### src/rtl/fen_position_parser_defines.svh
// Assertion macros for the FEN position parser RTL.
`ifndef FEN_POSITION_PARSER_DEFINES_SVH
`define FEN_POSITION_PARSER_DEFINES_SVH

// Generic clocked assertion with an explicit clock and active-low reset.
`define FPP_ASSERT_CLK(lbl, clk, rst_n, prop, msg) \
  lbl: assert property (@(posedge clk) disable iff (!rst_n) prop) else $error(msg);

// Clocked assertion on the house clock and reset names.
`define FPP_ASSERT(lbl, prop, msg) `FPP_ASSERT_CLK(lbl, clk_i, rst_ni, prop, msg)

`endif

### src/rtl/fpp_pkg.sv
// Shared types, constants and character helpers for the FEN position parser.
package fpp_pkg;

  localparam int BoardSide     = 8;
  localparam int ClockWidthDef = 16;
  localparam int OpQueueDepth  = 4;
  localparam int OutQueueDepth = 4;

  localparam logic [7:0] ChSpace = 8'h20;
  localparam logic [7:0] ChSlash = 8'h2F;
  localparam logic [7:0] ChDash  = 8'h2D;
  localparam logic [7:0] ChZero  = 8'h30;
  localparam logic [7:0] ChOne   = 8'h31;
  localparam logic [7:0] ChThree = 8'h33;
  localparam logic [7:0] ChSix   = 8'h36;
  localparam logic [7:0] ChEight = 8'h38;
  localparam logic [7:0] ChNine  = 8'h39;
  localparam logic [7:0] ChLowA  = 8'h61;
  localparam logic [7:0] ChLowB  = 8'h62;
  localparam logic [7:0] ChLowH  = 8'h68;
  localparam logic [7:0] ChLowW  = 8'h77;
  localparam logic [7:0] ChUpK   = 8'h4B;
  localparam logic [7:0] ChUpQ   = 8'h51;
  localparam logic [7:0] ChLowK  = 8'h6B;
  localparam logic [7:0] ChLowQ  = 8'h71;

  // Field numbers, counted from zero.
  localparam logic [2:0] FieldPlace  = 3'd0;
  localparam logic [2:0] FieldSide   = 3'd1;
  localparam logic [2:0] FieldCastle = 3'd2;
  localparam logic [2:0] FieldPassnt = 3'd3;
  localparam logic [2:0] FieldHalf   = 3'd4;
  localparam logic [2:0] FieldFull   = 3'd5;
  localparam logic [2:0] FieldMax    = 3'd7;

  // Parse status codes.
  localparam logic [3:0] StatusOk       = 4'd0;
  localparam logic [3:0] StatusFew      = 4'd1;
  localparam logic [3:0] StatusPiece    = 4'd2;
  localparam logic [3:0] StatusSide     = 4'd3;
  localparam logic [3:0] StatusCastle   = 4'd4;
  localparam logic [3:0] StatusPassant  = 4'd5;
  localparam logic [3:0] StatusHalf     = 4'd6;
  localparam logic [3:0] StatusFull     = 4'd7;
  localparam logic [3:0] StatusRanks    = 4'd8;

  localparam logic RecSquare  = 1'b0;
  localparam logic RecSummary = 1'b1;

  // Classified character handed from front to back.
  typedef struct packed {
    logic [7:0] ch;
    logic [2:0] fld;       // fields started so far, saturating
    logic       is_space;
    logic       last;
    logic [3:0] piece;     // 0 when not a piece letter
    logic       is_digit;  // '0' through '9'
    logic [3:0] dval;
  } op_t;

  // One result record.
  typedef struct packed {
    logic        kind;
    logic [5:0]  square;
    logic [3:0]  piece;
    logic [3:0]  status;
    logic        white;
    logic [3:0]  castle;
    logic [2:0]  passant;
    logic [15:0] half;
    logic [15:0] full;
    logic        last;
  } rec_t;

  function automatic logic [3:0] piece_of(input logic [7:0] c);
    logic [3:0] p;
    unique case (c)
      8'h50:   p = 4'd1;   // P
      8'h4E:   p = 4'd2;   // N
      8'h42:   p = 4'd3;   // B
      8'h52:   p = 4'd4;   // R
      8'h51:   p = 4'd5;   // Q
      8'h4B:   p = 4'd6;   // K
      8'h70:   p = 4'd7;   // p
      8'h6E:   p = 4'd8;   // n
      8'h62:   p = 4'd9;   // b
      8'h72:   p = 4'd10;  // r
      8'h71:   p = 4'd11;  // q
      8'h6B:   p = 4'd12;  // k
      default: p = 4'd0;
    endcase
    return p;
  endfunction

endpackage

### src/rtl/fpp_queue.sv
// Small register-based FIFO used between the parser stages and at the output.
module fpp_queue #(
  parameter int Width = 8,
  parameter int Depth = 4
) (
  input  logic             clk_i,
  input  logic             rst_ni,
  input  logic             push_i,
  input  logic [Width-1:0] data_i,
  output logic             full_o,
  input  logic             pop_i,
  output logic [Width-1:0] data_o,
  output logic             empty_o
);
  localparam int PtrW = (Depth > 1) ? $clog2(Depth) : 1;
  localparam int CntW = $clog2(Depth + 1);

  logic [Width-1:0] mem_q [Depth];
  logic [PtrW-1:0]  wr_ptr_q, wr_ptr_d, rd_ptr_q, rd_ptr_d;
  logic [CntW-1:0]  cnt_q, cnt_d;
  logic             do_push, do_pop;

  assign full_o  = (cnt_q == CntW'(Depth));
  assign empty_o = (cnt_q == '0);
  assign do_push = push_i && !full_o;
  assign do_pop  = pop_i && !empty_o;
  assign data_o  = mem_q[rd_ptr_q];

  always_comb begin
    wr_ptr_d = wr_ptr_q;
    rd_ptr_d = rd_ptr_q;
    cnt_d    = cnt_q;
    if (do_push) begin
      wr_ptr_d = (wr_ptr_q == PtrW'(Depth - 1)) ? '0 : wr_ptr_q + 1'b1;
    end
    if (do_pop) begin
      rd_ptr_d = (rd_ptr_q == PtrW'(Depth - 1)) ? '0 : rd_ptr_q + 1'b1;
    end
    if (do_push && !do_pop) begin
      cnt_d = cnt_q + 1'b1;
    end else if (do_pop && !do_push) begin
      cnt_d = cnt_q - 1'b1;
    end
  end

  always_ff @(posedge clk_i or negedge rst_ni) begin
    if (!rst_ni) begin
      wr_ptr_q <= '0;
      rd_ptr_q <= '0;
      cnt_q    <= '0;
    end else begin
      wr_ptr_q <= wr_ptr_d;
      rd_ptr_q <= rd_ptr_d;
      cnt_q    <= cnt_d;
    end
  end

  always_ff @(posedge clk_i) begin
    if (do_push) begin
      mem_q[wr_ptr_q] <= data_i;
    end
  end

endmodule

### src/rtl/fpp_front.sv
// Front stage: splits the character stream into fields and classifies characters.
module fpp_front (
  input  logic         clk_i,
  input  logic         rst_ni,
  input  logic         accept_i,
  input  logic [7:0]   char_i,
  input  logic         last_i,
  output fpp_pkg::op_t op_o
);
  import fpp_pkg::*;

  logic       in_field_q, in_field_d;
  logic [2:0] fld_q, fld_d;
  logic       is_space;

  assign is_space = (char_i == ChSpace);

  always_comb begin
    in_field_d = in_field_q;
    fld_d      = fld_q;
    if (is_space) begin
      in_field_d = 1'b0;
    end else if (!in_field_q) begin
      in_field_d = 1'b1;
      if (fld_q != FieldMax) begin
        fld_d = fld_q + 1'b1;
      end
    end
  end

  always_comb begin
    op_o.ch       = char_i;
    op_o.fld      = fld_d;
    op_o.is_space = is_space;
    op_o.last     = last_i;
    op_o.piece    = piece_of(char_i);
    op_o.is_digit = (char_i >= ChZero) && (char_i <= ChNine);
    op_o.dval     = 4'(char_i - ChZero);
  end

  // Drop field tracking back to reset once the final character is taken.
  always_ff @(posedge clk_i or negedge rst_ni) begin
    if (!rst_ni) begin
      in_field_q <= 1'b0;
      fld_q      <= '0;
    end else if (accept_i) begin
      if (last_i) begin
        in_field_q <= 1'b0;
        fld_q      <= '0;
      end else begin
        in_field_q <= in_field_d;
        fld_q      <= fld_d;
      end
    end
  end

endmodule

### src/rtl/fpp_back.sv
// Back stage: updates board and field state and builds square and summary records.
`include "fen_position_parser_defines.svh"

module fpp_back #(
  parameter int ClockWidth = fpp_pkg::ClockWidthDef
) (
  input  logic          clk_i,
  input  logic          rst_ni,
  input  fpp_pkg::op_t  op_i,
  input  logic          op_empty_i,
  output logic          op_pop_o,
  input  logic          out_full_i,
  output logic          out_push_o,
  output fpp_pkg::rec_t rec_o
);
  import fpp_pkg::*;

  localparam int CapW = (ClockWidth > 16) ? 16 : ClockWidth;
  localparam int ExtW = CapW + 5;
  localparam logic [CapW-1:0] CapVal = '1;

  logic [3:0]      rank_q, rank_d;
  logic [4:0]      file_q, file_d;
  logic [3:0]      err_q, err_d;
  logic [7:0]      sc0_q, sc0_d, sc1_q, sc1_d;
  logic [3:0]      castle_q, castle_d;
  logic [7:0]      pfirst_q, pfirst_d;
  logic [1:0]      plen_q, plen_d;
  logic [CapW-1:0] half_q, half_d, full_q, full_d;
  logic [2:0]      fld_q;
  logic            pend_q;

  logic            go;
  logic [2:0]      f;
  logic            square_hit;
  logic [5:0]      file_sum;
  logic [CapW-1:0] clk_src, clk_next;
  logic [ExtW-1:0] clk_ext, clk_prod;
  logic [3:0]      status;

  assign go       = !op_empty_i && !out_full_i && !pend_q;
  assign op_pop_o = go;
  assign f        = op_i.fld - 3'd1;
  assign file_sum = {1'b0, file_q} + {2'b0, op_i.dval};

  // Clock digit accumulate: v*10 + d, saturating.
  assign clk_src  = (f == FieldHalf) ? half_q : full_q;
  assign clk_ext  = ExtW'(clk_src);
  assign clk_prod = (clk_ext << 3) + (clk_ext << 1) + ExtW'(op_i.dval);
  assign clk_next = (clk_prod > ExtW'(CapVal)) ? CapVal : clk_prod[CapW-1:0];

  always_comb begin
    rank_d     = rank_q;
    file_d     = file_q;
    err_d      = err_q;
    sc0_d      = sc0_q;
    sc1_d      = sc1_q;
    castle_d   = castle_q;
    pfirst_d   = pfirst_q;
    plen_d     = plen_q;
    half_d     = half_q;
    full_d     = full_q;
    square_hit = 1'b0;
    if (go && !op_i.is_space) begin
      case (f)
        FieldPlace: begin
          if (op_i.ch == ChSlash) begin
            if (rank_q != 4'd15) rank_d = rank_q + 1'b1;
            file_d = '0;
          end else if (op_i.ch >= ChOne && op_i.ch <= ChEight) begin
            file_d = (file_sum > 6'd31) ? 5'd31 : file_sum[4:0];
          end else if (op_i.piece != 4'd0) begin
            square_hit = (rank_q < 4'(BoardSide)) && (file_q < 5'(BoardSide));
            if (file_q != 5'd31) file_d = file_q + 1'b1;
          end else if (err_q == StatusOk) begin
            err_d = StatusPiece;
          end
        end
        FieldSide: begin
          if (op_i.ch != ChLowW && op_i.ch != ChLowB && err_q == StatusOk) begin
            err_d = StatusSide;
          end
          if (sc0_q == 8'd0) begin
            sc0_d = op_i.ch;
          end else if (sc1_q == 8'd0) begin
            sc1_d = op_i.ch;
          end
        end
        FieldCastle: begin
          if (op_i.ch == ChUpK) begin
            castle_d = castle_q | 4'b0001;
          end else if (op_i.ch == ChUpQ) begin
            castle_d = castle_q | 4'b0010;
          end else if (op_i.ch == ChLowK) begin
            castle_d = castle_q | 4'b0100;
          end else if (op_i.ch == ChLowQ) begin
            castle_d = castle_q | 4'b1000;
          end else if (op_i.ch != ChDash && err_q == StatusOk) begin
            err_d = StatusCastle;
          end
        end
        FieldPassnt: begin
          if (!(op_i.ch == ChDash || (op_i.ch >= ChLowA && op_i.ch <= ChLowH) ||
                op_i.ch == ChThree || op_i.ch == ChSix) && err_q == StatusOk) begin
            err_d = StatusPassant;
          end
          if (plen_q == 2'd0) pfirst_d = op_i.ch;
          if (plen_q != 2'd3) plen_d = plen_q + 1'b1;
        end
        FieldHalf: begin
          if (op_i.is_digit) begin
            half_d = clk_next;
          end else if (err_q == StatusOk) begin
            err_d = StatusHalf;
          end
        end
        FieldFull: begin
          if (op_i.is_digit) begin
            full_d = clk_next;
          end else if (err_q == StatusOk) begin
            err_d = StatusFull;
          end
        end
        default: ;
      endcase
    end
  end

  always_comb begin
    if (fld_q < 3'd4) begin
      status = StatusFew;
    end else if (err_q != StatusOk) begin
      status = err_q;
    end else if (rank_q < 4'(BoardSide - 1)) begin
      status = StatusRanks;
    end else begin
      status = StatusOk;
    end
  end

  always_comb begin
    rec_o = '0;
    if (pend_q) begin
      rec_o.kind   = RecSummary;
      rec_o.status = status;
      rec_o.white  = !(sc0_q == ChLowB && sc1_q == 8'd0);
      rec_o.castle = castle_q;
      if (plen_q > 2'd1 && pfirst_q >= ChLowA && pfirst_q <= ChLowH) begin
        rec_o.passant = 3'(pfirst_q - ChLowA);
      end
      rec_o.half   = 16'(half_q);
      rec_o.full   = 16'(full_q);
      rec_o.last   = 1'b1;
    end else begin
      rec_o.kind   = RecSquare;
      rec_o.square = {3'(BoardSide - 1) - rank_q[2:0], file_q[2:0]};
      rec_o.piece  = op_i.piece;
    end
  end

  assign out_push_o = pend_q ? !out_full_i : square_hit;

  always_ff @(posedge clk_i or negedge rst_ni) begin
    if (!rst_ni) begin
      rank_q   <= '0;
      file_q   <= '0;
      err_q    <= StatusOk;
      sc0_q    <= '0;
      sc1_q    <= '0;
      castle_q <= '0;
      pfirst_q <= '0;
      plen_q   <= '0;
      half_q   <= '0;
      full_q   <= '0;
      fld_q    <= '0;
      pend_q   <= 1'b0;
    end else if (pend_q) begin
      // Summary goes out once there is room; then clear for the next string.
      if (!out_full_i) begin
        rank_q   <= '0;
        file_q   <= '0;
        err_q    <= StatusOk;
        sc0_q    <= '0;
        sc1_q    <= '0;
        castle_q <= '0;
        pfirst_q <= '0;
        plen_q   <= '0;
        half_q   <= '0;
        full_q   <= '0;
        fld_q    <= '0;
        pend_q   <= 1'b0;
      end
    end else begin
      rank_q   <= rank_d;
      file_q   <= file_d;
      err_q    <= err_d;
      sc0_q    <= sc0_d;
      sc1_q    <= sc1_d;
      castle_q <= castle_d;
      pfirst_q <= pfirst_d;
      plen_q   <= plen_d;
      half_q   <= half_d;
      full_q   <= full_d;
      if (go && op_i.last) begin
        fld_q  <= op_i.fld;
        pend_q <= 1'b1;
      end
    end
  end

  `FPP_ASSERT(a_pend_blocks_pop, pend_q |-> !op_pop_o, "op taken while summary pending")
  `FPP_ASSERT(a_last_sets_pend, (op_pop_o && op_i.last) |=> pend_q, "last op did not arm summary")
  `FPP_ASSERT(a_square_only_place, (out_push_o && !pend_q) |-> (f == FieldPlace && go),
              "square record outside placement field")
  `FPP_ASSERT(a_no_push_when_full, out_full_i |-> !out_push_o, "record pushed into full queue")

endmodule

### src/rtl/fen_position_parser.sv
// Top level of the streaming FEN position parser.
//
//  channel   | handshake          | payload
//  ----------+--------------------+-----------------------------------------------
//  input     | push / full        | char_in_i, end_of_text_i
//  result    | empty / pop        | record_kind_o .. record_last_o (one record)
//
//  Sustained rate is one character per cycle while full is low; each character is
//  classified by the front stage and written to a small op queue in the cycle it is
//  accepted. The back stage retires one op per cycle unless its op queue is empty,
//  the result queue is full or a summary is pending; a final character arms the
//  pending summary, written to the result queue once it has room. Square records
//  pass the op queue and then the result queue on their way to the result ports.
//  Reset (rst_ni low, asynchronous) empties both queues and clears all parse state.
//  full rises when the op queue fills; a stalled result side backs up through the
//  result queue and then the op queue, so no request is ever lost.
module fen_position_parser #(
  parameter int ClockWidth = fpp_pkg::ClockWidthDef,
  parameter int OpDepth    = fpp_pkg::OpQueueDepth,
  parameter int OutDepth   = fpp_pkg::OutQueueDepth
) (
  input  logic        clk_i,
  input  logic        rst_ni,
  input  logic        push,
  output logic        full,
  input  logic [7:0]  char_in_i,
  input  logic        end_of_text_i,
  output logic        empty,
  input  logic        pop,
  output logic        record_kind_o,
  output logic [5:0]  square_index_o,
  output logic [3:0]  piece_code_o,
  output logic [3:0]  parse_status_o,
  output logic        white_moves_o,
  output logic [3:0]  castle_rights_o,
  output logic [2:0]  passant_column_o,
  output logic [15:0] half_move_count_o,
  output logic [15:0] full_move_count_o,
  output logic        record_last_o
);
  import fpp_pkg::*;

  logic accept;
  op_t  op_in, op_head;
  logic op_empty, op_pop;
  rec_t rec_in, rec_head;
  logic out_full, out_push;

  // Take a request whenever the op queue has room.
  assign accept = push && !full;

  fpp_front u_front (
    .clk_i    (clk_i),
    .rst_ni   (rst_ni),
    .accept_i (accept),
    .char_i   (char_in_i),
    .last_i   (end_of_text_i),
    .op_o     (op_in)
  );

  // Decouple classification from execution.
  fpp_queue #(
    .Width ($bits(op_t)),
    .Depth (OpDepth)
  ) u_op_queue (
    .clk_i   (clk_i),
    .rst_ni  (rst_ni),
    .push_i  (push),
    .data_i  (op_in),
    .full_o  (full),
    .pop_i   (op_pop),
    .data_o  (op_head),
    .empty_o (op_empty)
  );

  fpp_back #(
    .ClockWidth (ClockWidth)
  ) u_back (
    .clk_i      (clk_i),
    .rst_ni     (rst_ni),
    .op_i       (op_head),
    .op_empty_i (op_empty),
    .op_pop_o   (op_pop),
    .out_full_i (out_full),
    .out_push_o (out_push),
    .rec_o      (rec_in)
  );

  // Hold finished records until the consumer pops them.
  fpp_queue #(
    .Width ($bits(rec_t)),
    .Depth (OutDepth)
  ) u_out_queue (
    .clk_i   (clk_i),
    .rst_ni  (rst_ni),
    .push_i  (out_push),
    .data_i  (rec_in),
    .full_o  (out_full),
    .pop_i   (pop),
    .data_o  (rec_head),
    .empty_o (empty)
  );

  assign record_kind_o     = rec_head.kind;
  assign square_index_o    = rec_head.square;
  assign piece_code_o      = rec_head.piece;
  assign parse_status_o    = rec_head.status;
  assign white_moves_o     = rec_head.white;
  assign castle_rights_o   = rec_head.castle;
  assign passant_column_o  = rec_head.passant;
  assign half_move_count_o = rec_head.half;
  assign full_move_count_o = rec_head.full;
  assign record_last_o     = rec_head.last;

endmodule

### config.mk
export PLATFORM = sky130hd
export DESIGN_NAME = fen_position_parser
export DESIGN_NICKNAME = d
export VERILOG_FILES = /design/src/rtl/fpp_pkg.sv /design/src/rtl/fpp_queue.sv /design/src/rtl/fpp_front.sv /design/src/rtl/fpp_back.sv /design/src/rtl/fen_position_parser.sv
export VERILOG_INCLUDE_DIRS = /design/src /design/src/rtl
export SDC_FILE = /design/constraint.sdc
export NUM_CORES = 1
export LEC_CHECK = 0
export BUFFER_PORTS_ARGS = -buffer_cell sky130_fd_sc_hd__buf_2
export CORE_MARGIN = 8
export CORE_UTILIZATION = 25
export CTS_CLUSTER_DIAMETER = 200
export DETAILED_ROUTE_END_ITERATION = 8
export SYNTH_ARGS = -nofsm -noshare
export SYNTH_HDL_FRONTEND = slang
export SYNTH_SLANG_ARGS = --single-unit
### constraint.sdc
create_clock -name clk_i -period 12.01 [get_ports clk_i]
set_input_delay 1.8015 -clock clk_i [delete_from_list [all_inputs] [get_ports clk_i]]
set_output_delay 1.8015 -clock clk_i [all_outputs]
set_load 0.01 [all_outputs]
# Word level (Yosys, flattened, before mapping)
# Memories as Yosys holds them, arrays and structs flattened.
# Cells that the tools add are included.
[word_totals]
reg_bits = 97
ram_bits = 312
input_bits = 13
output_inout_bits = 58
elab_cells = 311
n_memories = 2
[memory_table]
columns = ["name", "depth", "word_bits", "read_ports", "rd_ports_with_merged_regs", "wr", "line_no", "source"]
rows = [
  ["u_out_queue.mem_q", 4, 56, 1, 0, 1, "fpp_queue.sv:18", "logic [Width-1:0] mem_q [Depth];"],
  ["u_op_queue.mem_q", 4, 22, 1, 0, 1, "fpp_queue.sv:18", ""],
]
[op_classes]
n_addsub = 19
order_cmp = 15
eq_ne = 60
muxes = 107
n_reduce_logical = 85
[ops]
columns = ["op", "count"]
rows = [
  ["16-bit 2-to-1 mux", 10],
  ["8-bit by 7-bit == test with 1-bit output, second input constant", 17],
  ["4-bit 2-to-1 mux", 33],
  ["8-bit 2-to-1 mux", 14],
  ["4-bit one-hot mux with 12 select lines", 1],
  ["45-bit 2-to-1 mux", 1],
  ["5-bit 2-to-1 mux", 9],
  ["2-bit nonzero test", 21],
  ["8-bit by 6-bit == test with 1-bit output, second input constant", 5],
  ["3-bit 2-to-1 mux", 12],
  ["3-bit by 2-bit inequality test with 1-bit output, second input constant", 10],
  ["4-bit one-hot mux with 6 select lines", 1],
  ["4-bit AND reduction", 6],
  ["1-bit logical AND", 23],
  ["21-bit by 4-bit adder with 21-bit output", 1],
  ["21-bit by 16-bit > comparator with 1-bit output, second input constant", 1],
  ["19-bit by 17-bit adder with 20-bit output", 1],
  ["5-bit AND reduction", 4],
  ["2-bit 2-to-1 mux", 9],
  ["18-bit AND reduction", 1],
  ["8-bit by 6-bit >= comparator with 1-bit output, second input constant", 2],
  ["8-bit by 7-bit >= comparator with 1-bit output, second input constant", 2],
  ["8-bit by 6-bit <= comparator with 1-bit output, second input constant", 2],
  ["8-bit by 7-bit <= comparator with 1-bit output, second input constant", 2],
  ["other kinds (39)", 98],
]

# Depth between registers and ports, before layout
[depth]
depth_word = 13
depth_mapped = 22
mapped_depth_nobuf = 16

# Hierarchy
# From an unflattened synthesis, not the netlist that was laid out.
[unflattened]
hier_cells = 1321
hier_area_um2 = 18900.6
[by_module_without_submodules]
columns = ["module", "instances", "cells_per_inst", "area_per_inst_um2", "seq_area_each_um2"]
rows = [
  ["fpp_queue at u_out_queue", 1, 330, 8548.2, 6901.6],
  ["fpp_back", 1, 765, 6112.1, 1901.8],
  ["fpp_queue at u_op_queue", 1, 152, 3638.5, 2817.7],
  ["fpp_front", 1, 73, 588.1, 100.1],
  ["fen_position_parser", 1, 1, 13.8, 0.0],
]

# Worst setup path after synthesis
# OpenSTA, ideal clock, no wires.
[synth_timing]
path_kind = "reg-to-reg"
startpoint = "reg u_op_queue.rd_ptr_q[0]"
endpoint = "mem u_out_queue.mem_q[0][0] (netlist bit) (enable)"
setup_time_ns = 0.475
arrival_ns = 4.937
required_ns = 11.535
slack_ns = 6.598
path_stages_with_launch = 11
path_buffers = 3
period_less_slack_ns = 5.412
path_cell_list = "dfrtp_1 -> buf_2 -> mux4_2 -> clkbuf_1 -> nor3_1 -> xor2_1 -> nor2_1 -> clkbuf_1 -> nor2_1 -> a21oi_1 -> nor2b_1"
[synth_via]
elab_chain_cells = 11
elab_cells_between_ends = 19
cone_classes = "add/sub (1); order compare (2); eq/ne (1); mux (8); reduce/logical (6); memory (1)"
[synth_lines]
columns = ["item", "line_no", "source"]
rows = [
  ["start: declaration", "fpp_queue.sv:19", "logic [PtrW-1:0] wr_ptr_q, wr_ptr_d, rd_ptr_q, rd_ptr_d;"],
  ["start signal: assignment", "fpp_queue.sv:53", "rd_ptr_q <= rd_ptr_d;"],
  ["memory 4 x 22 bit *", "--", ""],
  ["8-bit by 6-bit >= comparator with 1-bit output (tied with other cells)", "fpp_back.sv:70", "end else if (op_i.ch >= ChOne && op_i.ch <= ChEight) begin"],
  ["1-bit logical AND or 1-bit 2-to-1 mux (tied branches)", "fpp_back.sv:70, fpp_back.sv:72", ""],
  ["1-bit 2-to-1 mux", "fpp_back.sv:70", ""],
  ["1-bit 2-to-1 mux", "fpp_back.sv:67", "if (op_i.ch == ChSlash) begin"],
  ["1-bit 2-to-1 mux", "fpp_back.sv:65", "case (f)"],
  ["1-bit 2-to-1 mux *", "fpp_back.sv:64", "if (go && !op_i.is_space) begin"],
  ["1-bit 2-to-1 mux *", "fpp_back.sv:161", "assign out_push_o = pend_q ? !out_full_i : square_hit;"],
  ["1-bit logical AND *", "fpp_queue.sv:25", "assign do_push = push_i && !full_o;"],
  ["1-bit 2-to-1 mux *", "fpp_queue.sv:59", "if (do_push) begin"],
  ["1-bit 2-to-1 mux (implied by the code) *", "fpp_queue.sv:60", "mem_q[wr_ptr_q] <= data_i;"],
  ["end: declaration", "fpp_queue.sv:18", ""],
]
# Mark *: on every way between the ends. The rest lies on a longest branch, timed or not.

# Worst setup path in the final report
[layout_timing]
startpoint = "reg u_op_queue.rd_ptr_q[1]"
endpoint = "reg u_back.half_q[5]"
[layout_via]
elab_chain_cells = 12
elab_cells_between_ends = 18
cone_classes = "add/sub (3); order compare (1); eq/ne (1); mux (6); reduce/logical (6); memory (1)"
[layout_lines]
columns = ["item", "line_no", "source"]
rows = [
  ["memory 4 x 22 bit *", "--", ""],
  ["3-bit by 1-bit subtractor with 3-bit output", "fpp_back.sv:43", "assign f = op_i.fld - 3'd1;"],
  ["3-bit == test", "fpp_back.sv:47, fpp_back.sv:65", ""],
  ["16-bit 2-to-1 mux", "fpp_back.sv:47", "assign clk_src = (f == FieldHalf) ? half_q : full_q;"],
  ["19-bit by 17-bit adder with 20-bit output", "fpp_back.sv:49", "assign clk_prod = (clk_ext << 3) + (clk_ext << 1) + ExtW'(op_i.dval);"],
  ["21-bit by 4-bit adder with 21-bit output", "fpp_back.sv:49", ""],
  ["21-bit by 16-bit > comparator with 1-bit output", "fpp_back.sv:50", "assign clk_next = (clk_prod > ExtW'(CapVal)) ? CapVal : clk_prod[CapW-1:0];"],
  ["16-bit 2-to-1 mux", "fpp_back.sv:50", ""],
  ["16-bit 2-to-1 mux", "fpp_back.sv:111", "if (op_i.is_digit) begin"],
  ["16-bit 2-to-1 mux", "fpp_back.sv:65", ""],
  ["16-bit 2-to-1 mux", "fpp_back.sv:64", ""],
  ["16-bit 2-to-1 mux", "fpp_back.sv:177", "end else if (pend_q) begin"],
  ["end signal: assignment", "fpp_back.sv:202", "half_q <= half_d;"],
  ["end: declaration", "fpp_back.sv:29", "logic [CapW-1:0] half_q, half_d, full_q, full_d;"],
]
# Mark *: on every way between the ends. The rest lies on a longest branch, timed or not. The select of a mux whose other input is x is not followed.
# A chain may end at the register's enable or synchronous reset.

==> results by group <==
Synth
  • Cell area after technology mapping: 17900 um2
  • Most used standard cell by instance count after synthesis: sky130_fd_sc_hd__edfxtp_1
  • Synth Net Count: 1320
  • Largest cells by area after synthesis: sky130_fd_sc_hd__edfxtp_1, sky130_fd_sc_hd__dfrtp_1, sky130_fd_sc_hd__mux4_2
  • Count of warnings emitted by yosys: 0
  • Number of synthesized register bits: 386
  • Distinct cell type count of the synthesized netlist: 78
  • Avg Inst Size Synth: 14.2 um2
  • Post-synth EDFFs: 292
  • Share of Yosys cell area claimed by the top area cell type: 0.489
  • Mapped Cells: between 1000 and 1500
  • Ys flop type: sky130_fd_sc_hd__edfxtp_1
  • Commonest cells in the synthesized netlist: sky130_fd_sc_hd__edfxtp_1, sky130_fd_sc_hd__nand2_1, sky130_fd_sc_hd__dfrtp_1
  • Proportion of synthesized flip-flops having asynchronous set or reset: 0.244
  • Sequential share of the synthesized area: 0.620
  • Largest area contributor in the synthesized netlist: sky130_fd_sc_hd__edfxtp_1

Final layout
  • Number of nets in the finished design: 1375
  • Post-synthesis to final-layout area growth: 14.8%
  • Post-route insts no fill: 2296
  • Final cell area excluding filler cells: approximately 21000 um2
  • Number of antenna repair diodes: 0
  • Share of cells above drive strength 1: 0.195

Clock network
  • Count of hold-fix buffers inserted at cts: 0
  • Clock tree from TritonCTS: built
  • Number of buffers created by CTS: 37
  • Clock-pin transition on the worst setup and hold timing paths: ~60 ps
  • Setup fix buffers added after clock tree synthesis: 0
  • H-tree levels: 2
  • Clock Latency Late Sink: 540 ps
  • Cell at the root of the clock tree: sky130_fd_sc_hd__clkbuf_16
  • Number of instances resized during post-cts repair: 0
  • Maximum number of buffers from clock root to sink: 3
  • Clock sink total: 386

Global route
  • Number of antenna violations at the first check in global routing: 1
  • Global Route Usage Sum: 0.0946
  • Met3 demand-to-capacity share in global routing: 0.0107
  • Number of global-route vias before repair: between 10000 and 15000
  • M1 GR Usage: 0.123
  • Total congestion overflow after global routing: 0
  • M2 GR Usage: 0.161
  • Pin count of the biggest net entering global routing: 85
  • Most used routing layer: met2
  • Global-route wire length before repair: 62500 um

Power
  • Register share of total power: 0.373
  • Switching Power: 2.14 mW
  • Internal portion of total power: 3.52 mW
  • Switching power share of the total: 0.379
  • Worst vdd rail ir drop: 0.120 mV
  • Leakage component of the power: roughly 7.4 nW
  • Part of the power in combinational logic: 0.414
  • Power density of the placed cells: 275 nW/um2
  • Part of the total power dissipated in the clock network: 0.213

Timing
  • Final Slew Violations: 0
  • Setup repair after global routing missed its margin: no
  • Transition time at the pin with the least slew margin: about 1200 ps
  • Count of final setup violators: 0
  • Final Skew: 22.8 ps
  • Max transition margin: 0.188
  • Aggregate negative setup slack: 0 ps
  • Minimum clock period after layout: between 5000 and 6000 ps
  • Achievable Freq: 168 MHz
  • Final critical-path share of the clock period: 0.496
  • Final Hold Viols: 0

Setup path
  • Startpoint type of the worst setup path: register
  • Critical path fanouts, max: 36
  • Worst setup EP type: register
  • Critical path start-end classification: reg -> reg
  • Endpoint required time on the critical path: 12370 ps
  • Arrival time of the worst setup path: approximately 6300 ps

Route
  • Post-detailed-route DRC marker count: 0
  • WL per Instance: approximately 17 um
  • Detailed-route wire length: 39300 um
  • Vias: 10547
  • Remaining number of nets flagged by the antenna check after routing: 0
  • Average via count per standard cell: 4.59
  • Pre-Repair DR Iteration Count: 5
  • Number of design-rule violations left by the first detailed-router iteration: 714

Floorplanning
  • Initial standard-cell utilization of the core: 0.252
  • Die outline width: 284 um
  • Area of the core: approximately 70000 um2
  • Die Height: 284 um
  • I/O pin count: 71
  • Die area: 80600 um2
  • Site row count: 98

Placed design
  • Total of buffers placed on input and output ports: 70
  • Placed standard-cell area: 19300 um2
  • Last weighted congestion value of the routability-driven placer: 0.870
  • Half-perimeter wire length after placement: 26800 um
  • Placed instance count: 2228

Status
  • Run status: finished clean

Flow run
  • Number of maximum-capacitance constraint violations: 0

Hold path
  • Path category of the worst min-delay check: reg -> reg
==> state kept, by name, summed over array words and instances (netlist names) <==
signal / count
u_back.plen_q: 2
u_front.fld_q: 3
u_out_queue.mem_q: 220
u_op_queue.wr_ptr_q: 2
u_op_queue.cnt_q: 3
u_back.full_q: 16
u_back.fld_q: 1
u_back.castle_q: 4
u_out_queue.wr_ptr_q: 2
u_op_queue.mem_q: 72
u_back.err_q: 3
u_back.sc0_q: 8
u_back.file_q: 5
u_back.pfirst_q: 8
u_back.pend_q: 1
u_out_queue.rd_ptr_q: 2
u_back.rank_q: 4
u_back.sc1_q: 8
u_op_queue.rd_ptr_q: 2
u_front.in_field_q: 1
u_out_queue.cnt_q: 3
u_back.half_q: 16
==> area by class of cell <==
class	instances	area [um2]
Tap cell	950	1190
Timing Repair Buffer	84	458
Fill cell	7080	50600
Multi-Input combinational cell	775	6440
Clock buffer	52	1050
Clock inverter	16	213
Inverter	33	124
Sequential cell	386	11100
==> final timing paths <==
kind,startpoint,endpoint,slack (ps),cells after the start
worst max-delay path,u_op_queue.rd_ptr_q[1],u_back.half_q[5],6050,15
worst min-delay path,u_front.in_field_q,u_front.in_field_q,490,2
worst max register to register,u_op_queue.rd_ptr_q[1],u_back.half_q[5],6050,15
worst min register to register,u_front.in_field_q,u_front.in_field_q,490,2
max in group asynchronous,rst_ni,u_back.pend_q,9550,2
min in group asynchronous,rst_ni,u_op_queue.rd_ptr_q[1],1180,1
==> power by group through the flow <==
| stage | clock network (mW) | logic [mW] | registers [mW] |
|---|---|---|---|
| after floorplan | 0 | 1.80 | 1.99 |
| after global placement | 0 | 2.32 | 2.12 |
| after detailed placement | 0 | 2.36 | 2.14 |
| after CTS | 1.24 | 2.37 | 2.12 |
| after global routing | 1.29 | 2.58 | 2.15 |
| final | 1.21 | 2.34 | 2.11 |
==> layout by cell type, fill, tap and decap left out, types with 7 or more instances in the layout <==
master / synthesis / routed
sky130_fd_sc_hd__mux2i_1: 7 / 7
sky130_fd_sc_hd__buf_4: 1 / 15
sky130_fd_sc_hd__a21oi_1: 40 / 40
sky130_fd_sc_hd__nand3b_1: 9 / 9
sky130_fd_sc_hd__edfxtp_1: 292 / 292
sky130_fd_sc_hd__ha_1: 40 / 40
sky130_fd_sc_hd__nand3_1: 10 / 10
sky130_fd_sc_hd__o31ai_1: 8 / 8
sky130_fd_sc_hd__nor2b_1: 27 / 23
sky130_fd_sc_hd__and3_1: 10 / 10
sky130_fd_sc_hd__clkbuf_16: 0 / 38
sky130_fd_sc_hd__o21ai_1: 8 / 8
sky130_fd_sc_hd__clkbuf_1: 47 / 9
sky130_fd_sc_hd__xor2_1: 24 / 24
sky130_fd_sc_hd__nand4_1: 15 / 15
sky130_fd_sc_hd__a22o_1: 11 / 11
sky130_fd_sc_hd__nand2b_1: 19 / 19
sky130_fd_sc_hd__mux4_2: 73 / 73
sky130_fd_sc_hd__inv_1: 33 / 33
sky130_fd_sc_hd__o221a_1: 10 / 10
sky130_fd_sc_hd__xnor2_1: 18 / 18
sky130_fd_sc_hd__dfrtp_1: 94 / 91
sky130_fd_sc_hd__nand2_1: 104 / 104
sky130_fd_sc_hd__a22oi_1: 12 / 12
sky130_fd_sc_hd__and2_1: 45 / 45
sky130_fd_sc_hd__mux2_2: 26 / 26
sky130_fd_sc_hd__buf_2: 5 / 69
sky130_fd_sc_hd__nor3_1: 23 / 23
sky130_fd_sc_hd__nor2_1: 63 / 63
sky130_fd_sc_hd__o21ai_0: 51 / 51
==> logic make-up (layout without fill, tap and decap cells) <==
logic type / after synthesis / count (layout) / synth area share
muxes: 109 / 109 / 0.114
adders and majority gates: 47 / 47 / 0.0346
buffers and inverters: 101 / 185 / 0.0234
and+or+nand+nor: 366 / 366 / 0.107
AOI/OAI and AO/OA: 211 / 211 / 0.0812
DFF: 386 / 386 / 0.620
xor gates and xnor gates: 42 / 42 / 0.0205
==> metrics by stage <==
step                      power [mW]  utilization  setup WS (ps)  hold slack [ps]
after detailed placement        4.50        0.271           6060              475
after global placement          4.44        0.271           6200              470
after floorplan                 3.79            -           6600              451
after global routing            6.02        0.289           5540              513
final                           5.66        0.289           6050              495
after CTS                       5.73        0.289           6030              488
==> worst max-delay path: stages, from the launching register on <==
cell                       delay, ps
sky130_fd_sc_hd__dfrtp_1         950
sky130_fd_sc_hd__mux4_2          530
sky130_fd_sc_hd__nand3b_4        480
sky130_fd_sc_hd__nand2_1         190
sky130_fd_sc_hd__nand2_1         110
sky130_fd_sc_hd__ha_1            300
sky130_fd_sc_hd__a21o_1          230
sky130_fd_sc_hd__o21ai_0         150
sky130_fd_sc_hd__nor2_1           90
sky130_fd_sc_hd__o311ai_2        460
sky130_fd_sc_hd__a211o_1         320
sky130_fd_sc_hd__a21boi_1        140
sky130_fd_sc_hd__o32a_1          410
sky130_fd_sc_hd__a211oi_4        310
sky130_fd_sc_hd__mux2i_2         860
sky130_fd_sc_hd__o21ai_0         220
==> layer usage <==
metal,vias up,wire [um]
li1,4923,-
met1,5338,17500
met2,221,19200
met3,65,1460
met4,0,1120
met5,-,0
Note: power is estimated with default switching activity, not from simulation.
